File: src/hw/rtl/video_scan_address_generator_top_macros.svh
// Assertion macros shared by the video scan address generator.
`ifndef VIDEO_SCAN_ADDRESS_GENERATOR_TOP_MACROS_SVH
`define VIDEO_SCAN_ADDRESS_GENERATOR_TOP_MACROS_SVH

// Same-cycle implication, checked outside reset.
`define VSAG_ASSERT_NOW(lbl, ante, cons, msg) \
  lbl: assert property (@(posedge clk) disable iff (!rst_n) (ante) |-> (cons)) \
    else $error(msg);

// Next-cycle implication, checked outside reset.
`define VSAG_ASSERT_NEXT(lbl, ante, cons, msg) \
  lbl: assert property (@(posedge clk) disable iff (!rst_n) (ante) |=> (cons)) \
    else $error(msg);

`endif

File: src/hw/rtl/vsag_pkg.sv
package vsag_pkg;

  localparam int unsigned H_W    = 7;
  localparam int unsigned V_W    = 9;
  localparam int unsigned ADDR_W = 15;
  localparam int unsigned APB_AW = 5;
  localparam int unsigned APB_DW = 32;

  // Scan counter limits
  localparam logic [H_W-1:0] H_FIRST   = 7'h40;
  localparam logic [H_W-1:0] H_LAST    = 7'h7F;
  localparam logic [V_W-1:0] V_RESET   = 9'h100;
  localparam logic [V_W-1:0] V_LAST    = 9'h1FF;
  localparam logic [V_W-1:0] V_WRAP    = 9'h0FA;

  // Scrambling adder offset (0x68 >> 3)
  localparam logic [3:0] MID_BASE = 4'hD;

  // Page select codes placed at the page bits of an address
  localparam logic [1:0] PAGE_ONE = 2'b01;
  localparam logic [1:0] PAGE_TWO = 2'b10;

  // Register indexes
  localparam logic [2:0] REG_GRAPHICS = 3'd0;
  localparam logic [2:0] REG_HIRES    = 3'd1;
  localparam logic [2:0] REG_MIXED    = 3'd2;
  localparam logic [2:0] REG_PAGE_TWO = 3'd3;
  localparam logic [2:0] REG_STORE_80 = 3'd4;

  typedef struct packed {
    logic graphics_on;
    logic hires_on;
    logic mixed_on;
    logic page_two;
    logic store_80;
  } mode_t;

  typedef struct packed {
    logic [H_W-1:0] horiz;
    logic [V_W-1:0] vert;
  } scan_pos_t;

  typedef struct packed {
    logic [ADDR_W-1:0] video_address;
    logic [H_W-1:0]    horiz_count;
    logic [V_W-1:0]    vert_count;
    logic              text_window;
  } result_t;

endpackage

File: src/hw/rtl/vsag_scan.sv
module vsag_scan (
  input  logic                clk,
  input  logic                rst_n,
  input  logic                accept,
  input  logic                advance,
  output vsag_pkg::scan_pos_t pos_nxt,
  output vsag_pkg::scan_pos_t pos_r
);
  import vsag_pkg::*;

  logic [H_W-1:0] h_inc;
  logic [V_W-1:0] v_inc;

  assign h_inc = pos_r.horiz + 7'd1;
  assign v_inc = pos_r.vert + 9'd1;

  // Step the scan position for an item that asks to advance
  always_comb begin
    pos_nxt = pos_r;
    if (advance) begin
      if (pos_r.horiz == '0) begin
        pos_nxt.horiz = H_FIRST;
      end else begin
        pos_nxt.horiz = h_inc;
        if (pos_r.horiz == H_LAST) begin
          pos_nxt.vert = (pos_r.vert == V_LAST) ? V_WRAP : v_inc;
        end
      end
    end
  end

  // Hold the position between accepted items
  always_ff @(posedge clk) begin
    if (!rst_n) begin
      pos_r.horiz <= '0;
      pos_r.vert  <= V_RESET;
    end else if (accept) begin
      pos_r <= pos_nxt;
    end
  end

endmodule

File: src/hw/rtl/vsag_addr.sv
module vsag_addr (
  input  vsag_pkg::scan_pos_t pos,
  input  vsag_pkg::mode_t     mode,
  output vsag_pkg::result_t   result
);
  import vsag_pkg::*;

  logic       window;
  logic       second;
  logic       use_hires;
  logic [3:0] mid;
  logic [9:0] base;
  logic [1:0] page;

  // Text window covers rows 0x1A0..0x1BF and 0x1E0..0x1FF
  assign window = pos.vert[8] & pos.vert[7] & pos.vert[5];

  // Scrambling adder on A6..A3
  assign mid  = MID_BASE + {1'b0, pos.horiz[5:3]}
              + {pos.vert[7], pos.vert[6], pos.vert[7], pos.vert[6]};
  assign base = {pos.vert[5:3], mid, pos.horiz[2:0]};

  assign second    = mode.page_two & ~mode.store_80;
  assign use_hires = mode.graphics_on & mode.hires_on & ~(mode.mixed_on & window);
  assign page      = second ? PAGE_TWO : PAGE_ONE;

  // Place the page bits above the row or line bits
  always_comb begin
    if (use_hires) begin
      result.video_address = {page, pos.vert[2:0], base};
    end else begin
      result.video_address = {3'b000, page, base};
    end
    result.horiz_count = pos.horiz;
    result.vert_count  = pos.vert;
    result.text_window = window;
  end

endmodule

File: src/hw/rtl/vsag_obuf.sv
module vsag_obuf (
  input  logic              clk,
  input  logic              rst_n,
  input  logic              push,
  input  vsag_pkg::result_t push_data,
  output logic              push_ready,
  output logic              out_valid,
  input  logic              out_ready,
  output vsag_pkg::result_t out_data
);
  import vsag_pkg::*;

  logic    main_valid_r;
  logic    skid_valid_r;
  result_t main_r;
  result_t skid_r;

  assign push_ready = ~skid_valid_r;
  assign out_valid  = main_valid_r;
  assign out_data   = main_r;

  // Control: main stage feeds the port, skid catches an item during a stall
  always_ff @(posedge clk) begin
    if (!rst_n) begin
      main_valid_r <= 1'b0;
      skid_valid_r <= 1'b0;
    end else if (push) begin
      if (!main_valid_r || out_ready) begin
        main_valid_r <= 1'b1;
      end else begin
        skid_valid_r <= 1'b1;
      end
    end else if (main_valid_r && out_ready) begin
      if (skid_valid_r) begin
        skid_valid_r <= 1'b0;
      end else begin
        main_valid_r <= 1'b0;
      end
    end
  end

  // Payload
  always_ff @(posedge clk) begin
    if (push) begin
      if (!main_valid_r || out_ready) begin
        main_r <= push_data;
      end else begin
        skid_r <= push_data;
      end
    end else if (main_valid_r && out_ready && skid_valid_r) begin
      main_r <= skid_r;
    end
  end

endmodule

File: src/hw/rtl/video_scan_address_generator_top.sv
// Video scan address generator. Each accepted item is one video-cycle tick:
// with in_advance high the horizontal counter steps (0, then 0x40..0x7F,
// wrapping to 0 and stepping the vertical counter 0x100..0x1FF, wrap 0xFA),
// and the block returns exactly one result with the display memory address
// for the new position, the two counters and the text-window flag. One item
// is accepted every clock while in_ready is high; its result is formed
// combinationally by the counter-step and address-forming logic and is
// registered in the output register. A second output entry absorbs one item
// while the output is stalled, so in_ready drops only when both entries hold
// results. Mode bits sit in APB registers at byte
// addresses 0x00 (graphics), 0x04 (hires), 0x08 (mixed), 0x0C (page 2) and
// 0x10 (80-column store); bit 0 is used and they reset to zero.
`include "video_scan_address_generator_top_macros.svh"

module video_scan_address_generator_top (
  input  logic                        clk,
  input  logic                        rst_n,
  input  logic                        in_valid,
  output logic                        in_ready,
  input  logic                        in_advance,
  output logic                        out_valid,
  input  logic                        out_ready,
  output logic [vsag_pkg::ADDR_W-1:0] out_video_address,
  output logic [vsag_pkg::H_W-1:0]    out_horiz_count,
  output logic [vsag_pkg::V_W-1:0]    out_vert_count,
  output logic                        out_text_window,
  input  logic                        psel,
  input  logic                        penable,
  input  logic                        pwrite,
  input  logic [vsag_pkg::APB_AW-1:0] paddr,
  input  logic [vsag_pkg::APB_DW-1:0] pwdata,
  output logic [vsag_pkg::APB_DW-1:0] prdata,
  output logic                        pready
);
  import vsag_pkg::*;

  mode_t     mode_r;
  logic      cfg_write;
  logic [2:0] reg_idx;
  logic      accept;
  scan_pos_t pos_nxt;
  scan_pos_t pos_r;
  result_t   result;
  result_t   out_data;

  // Configuration registers
  assign pready    = 1'b1;
  assign reg_idx   = paddr[4:2];
  assign cfg_write = psel & penable & pwrite & pready;

  always_ff @(posedge clk) begin
    if (!rst_n) begin
      mode_r <= '0;
    end else if (cfg_write) begin
      case (reg_idx)
        REG_GRAPHICS: mode_r.graphics_on <= pwdata[0];
        REG_HIRES:    mode_r.hires_on    <= pwdata[0];
        REG_MIXED:    mode_r.mixed_on    <= pwdata[0];
        REG_PAGE_TWO: mode_r.page_two    <= pwdata[0];
        REG_STORE_80: mode_r.store_80    <= pwdata[0];
        default: ;
      endcase
    end
  end

  // Read back a register
  always_comb begin
    prdata = '0;
    case (reg_idx)
      REG_GRAPHICS: prdata[0] = mode_r.graphics_on;
      REG_HIRES:    prdata[0] = mode_r.hires_on;
      REG_MIXED:    prdata[0] = mode_r.mixed_on;
      REG_PAGE_TWO: prdata[0] = mode_r.page_two;
      REG_STORE_80: prdata[0] = mode_r.store_80;
      default:      prdata    = '0;
    endcase
  end

  assign accept = in_valid & in_ready;

  vsag_scan u_scan (
    .clk     (clk),
    .rst_n   (rst_n),
    .accept  (accept),
    .advance (in_advance),
    .pos_nxt (pos_nxt),
    .pos_r   (pos_r)
  );

  vsag_addr u_addr (
    .pos    (pos_nxt),
    .mode   (mode_r),
    .result (result)
  );

  vsag_obuf u_obuf (
    .clk        (clk),
    .rst_n      (rst_n),
    .push       (accept),
    .push_data  (result),
    .push_ready (in_ready),
    .out_valid  (out_valid),
    .out_ready  (out_ready),
    .out_data   (out_data)
  );

  assign out_video_address = out_data.video_address;
  assign out_horiz_count   = out_data.horiz_count;
  assign out_vert_count    = out_data.vert_count;
  assign out_text_window   = out_data.text_window;

  // Checks on the scan state
`VSAG_ASSERT_NOW(a_horiz_range, pos_r.horiz != '0, pos_r.horiz[6], "horizontal counter left its range")
`VSAG_ASSERT_NOW(a_vert_range, 1'b1, pos_r.vert >= V_WRAP, "vertical counter below wrap value")
`VSAG_ASSERT_NEXT(a_hold_pos, rst_n && accept && !in_advance, $stable(pos_r), "position moved without advance")

endmodule

File: config.mk
export PLATFORM = sky130hd
export DESIGN_NAME = video_scan_address_generator_top
export DESIGN_NICKNAME = d
export VERILOG_FILES = /design/src/hw/rtl/vsag_pkg.sv /design/src/hw/rtl/vsag_scan.sv /design/src/hw/rtl/vsag_addr.sv /design/src/hw/rtl/vsag_obuf.sv /design/src/hw/rtl/video_scan_address_generator_top.sv
export VERILOG_INCLUDE_DIRS = /design/src /design/src/hw/rtl
export SDC_FILE = /design/constraint.sdc
export NUM_CORES = 1
export LEC_CHECK = 0
export BUFFER_PORTS_ARGS = -buffer_cell sky130_fd_sc_hd__buf_4
export CAP_MARGIN = 30
export CORE_MARGIN = 4
export CORE_UTILIZATION = 60
export CTS_BUF_LIST = sky130_fd_sc_hd__clkbuf_2
export CTS_CLUSTER_SIZE = 8
export DETAILED_ROUTE_END_ITERATION = 7
export PLACE_DENSITY = 0.88
export SETUP_SLACK_MARGIN = 0.1
export SLEW_MARGIN = 15
export SYNTH_ARGS = -nofsm -noshare
export SYNTH_HDL_FRONTEND = slang
export SYNTH_HIERARCHICAL = 1
export SYNTH_SLANG_ARGS = --single-unit
File: constraint.sdc
create_clock -name clk -period 11.4 [get_ports clk]
set_input_delay 0.57 -clock clk [delete_from_list [all_inputs] [get_ports clk]]
set_output_delay 0.57 -clock clk [all_outputs]
set_load 0.1 [all_outputs]
==> summary.md <==
| Metric | Value |
|---|---|
| Pins Over Slew Limit | 0 |
| Adder-Cell Fraction of Synth Area | 0.0263 |
| Actual slew at the worst max-slew pin | 0.706 ns |
| RSZ-0062 raised after global routing | false |
| Sum of negative setup slack | 0 ns |
| Largest net degree at the start of global routing | 47 |
| CP required | 11.72 ns |
| Multi-input logic area | 1710 um2 |
| Final core utilization | 0.653 |
| Mux share of post-synthesis cell area | 0.125 |
| # fillers | 504 |
| Vias in the first global route | 2479 |
| Fmax | 0.223 GHz |
| CP Capture Type | register |
| GRT overflow | 0 |
| Share of synthesized registers carrying an async set or reset | 0 |
| Via-to-Cell Ratio | 5.46 |
| Kind of critical path | register to register |
| P_sw | 0.259 mW |
| Clock Path Buffers | 2 |
| Outcome | finished, final reports clean |
| Layout area overhead | 4.94% |
| Simple-gate portion of the synthesized area | 0.106 |
| CP arrival | 4.81 ns |
| Clock network fraction of total power | 0.246 |
| Average cell area after synthesis | 12.6 um2 |
| Ys Warns | 6 |
| Yosys top cell by area | edfxtp_1 |
| Core ar. | 7330 um2 |
| Detail Route Antenna Nets | 0 |
| I/O pins | 112 |
| Post-synth EDFFs | 64 |
| Reg-to-Reg End | u_obuf/out_data[23] |
| CTS tree | done |
| Skew final | 0.0325 ns |
| P per Cell Area | 151 nW/um2 |
| Clock Sinks | 87 |
| Max_slew headroom | 0.527 |
| Hold Path Cell Cnt | 2 |
| HP Class | input port to register |
| Die ar. | 9060 um2 |
| Nets | 440 |
| CTS hold repair buffers | 0 |
| GP Congestion | 0.872 |
| Post-CTS Resized | 0 |
| FP Rows | 31 |
| Postcts setup bufs | 0 |
| Static Leak | 1.86 nW |
| Avg WL per Cell | 15.3 um |
| Setup violators final | 0 |
| Max Fanout on Critical Path | 12 |
| Largest family of logic cells by synthesized area | buffers and inverters |
| Initial core utilization | 0.622 |
| Port Buf Inserts | 46 |
| Cells after Synth | 362 |
| Initial DRT Pass Iterations | 4 |
| R2R setup slack | 6.91 ns |
| Yosys cell types | 61 |
| # Max-Cap Violations | 0 |
| Die height | 95.2 um |
| Number of synthesized register bits | 87 |
| # diodes | 0 |
| Critical hold path startpoint | paddr[2] |
| Minimum clock period | 4.49 ns |
| Initial antenna violation count | 0 |
| Post-synthesis compound-gate area fraction | 0.0752 |
| Final hold violation count | 0 |
| First-pass GRT wire length | 12.0 mm |
| Worst skew pair latency | 0.52 ns |
| Root Buffer | clkbuf_2 |
| Via count | 2673 |
| Switching part of the total | 0.357 |
| Post-Synth XOR/XNOR Area | 0.0154 |
| Hold Slack | 0.293 ns |
| # DRC | 0 |
| Clock transition at path regs | 0.24 ns |
| Combinational power share | 0.255 |
| Share of Yosys cell area claimed by the top area cell type | 0.421 |
| Register area | 2380 um2 |
| VDD IR max | 0.0544 mV |
| Int Pwr | 0.465 mW |
| Fin crit share | 0.394 |
| CTS Buf Count | 9 |
| FF-to-FF path depth | 17 |
| Htree depth | 3 |
| Most common cell after layout, fill and taps aside | edfxtp_1 |
| Reg2Reg Launch Point | u_scan/pos_r[0] |
| Post-synthesis sequential area ratio | 0.522 |
| Most frequent cells in the layout | edfxtp_1 (64), buf_4 (49), conb_1 (32), mux2_4 (28) |
| Setup crit start kind | register |
| Synth Flop Type | edfxtp_1 |
| Number of DRC markers in iteration 0 | 200 |
| Mapped cell area | 4560 um2 |
| Top cells by area, synth | edfxtp_1 (42%), dfxtp_1 (10%), mux2_4 (9.2%) |
| Die W | 95.2 um |
| Layout cells sized above 1 | 0.299 |
| Sequential power share | 0.500 |
| WHS Endpoint | mode_r[4] |
| Total track usage | 0.171 |
| Final wirelength | 7.49 mm |
| Post-DP HPWL | 5.15 mm |
layout make-up:
cell class,instances,share of cell area
Multi-Input combinational cell,222,0.357
Sequential cell,87,0.498
Clock inverter,7,0.0199
Timing Repair Buffer,49,0.0769
Clock buffer,9,0.00941
Tap cell,99,0.0259
Inverter,17,0.0133
synthesized netlist by cell type, drive strengths merged (5+ instances only):
cell,count
inv,16
o21ai,8
mux2,35
nand3,7
buf,64
mux2i,7
ha,8
xor2,5
nand4,7
nand2,23
nor2,21
a21oi,10
edfxtp,64
dfxtp,23
power groups by stage:
stage	clock, mW	combinational [mW]	sequential (mW)
6_report	0.178	0.184	0.361
4_1_cts	0.182	0.185	0.361
3_5_place_dp	0	0.184	0.368
3_3_place_gp	0	0.182	0.367
2_1_floorplan	0	0.0996	0.441
5_1_grt	0.197	0.190	0.363
per-stage QoR:
step	worst slack (ns)	instance area (um2)	instances	power, mW
after floorplan	7.64	4670	392	0.541
after global placement	7.17	4650	474	0.550
after detailed placement	7.06	4650	474	0.552
after CTS	6.90	4790	490	0.728
after global routing	6.68	4790	490	0.750
final	6.91	4790	490	0.723
logic make-up (layout without fill, tap and decap cells):
| family | after synthesis | after routing |
|---|---|---|
| flops | 87 | 87 |
| other cells | 2 | 32 |
| simple gates | 83 | 83 |
| xor+xnor | 8 | 8 |
| mux | 42 | 42 |
| buf+inv | 83 | 82 |
| fa+ha+maj | 9 | 9 |
| compound gates | 48 | 48 |
sequential cells by signal, summed over array words and instances, names as in the netlist:
name                 flops
mode_r                   5
u_obuf/out_data         32
u_obuf/out_valid         1
u_obuf/skid_r           32
u_obuf/skid_valid_r      1
u_scan/pos_r            16
routing by layer:
layer  vias up  wire [um]  global-route usage
met5         -          0                   0
met4         0         95              0.0541
met3         6        502              0.0308
met2       110       3820               0.297
met1      1293       3070               0.215
li1       1264          -                   -
how the worst max path moves through the flow:
| stage | depth (start not counted) | from | to | slack (ns) |
|---|---|---|---|---|
| after floorplan | 17 | u_scan/pos_r[0] | u_obuf/out_data[23] | 7.64 |
| after global placement | 16 | u_scan/pos_r[0] | u_obuf/out_data[23] | 7.17 |
| after detailed placement | 17 | u_scan/pos_r[0] | u_obuf/out_data[23] | 7.06 |
| after CTS | 17 | u_scan/pos_r[0] | u_obuf/out_data[23] | 6.90 |
| final | 17 | u_scan/pos_r[0] | u_obuf/out_data[23] | 6.91 |
| after global routing | 17 | u_scan/pos_r[0] | u_obuf/out_data[23] | 6.68 |
critical path: stages, from the launching register on:
cell and delay (ns):
dfxtp_1 0.53, ha_1 0.27, inv_1 0.06, nor2_1 0.20, and3_1 0.23, and2_1 0.15
ha_1 0.45, nor2_1 0.21, a211oi_1 0.49, inv_1 0.17, ha_1 0.24, inv_1 0.07
ha_1 0.16, inv_1 0.06, fa_1 0.37, xor2_1 0.23, xnor2_1 0.12, mux2_4 0.29
(Power assumes the default switching activity.)
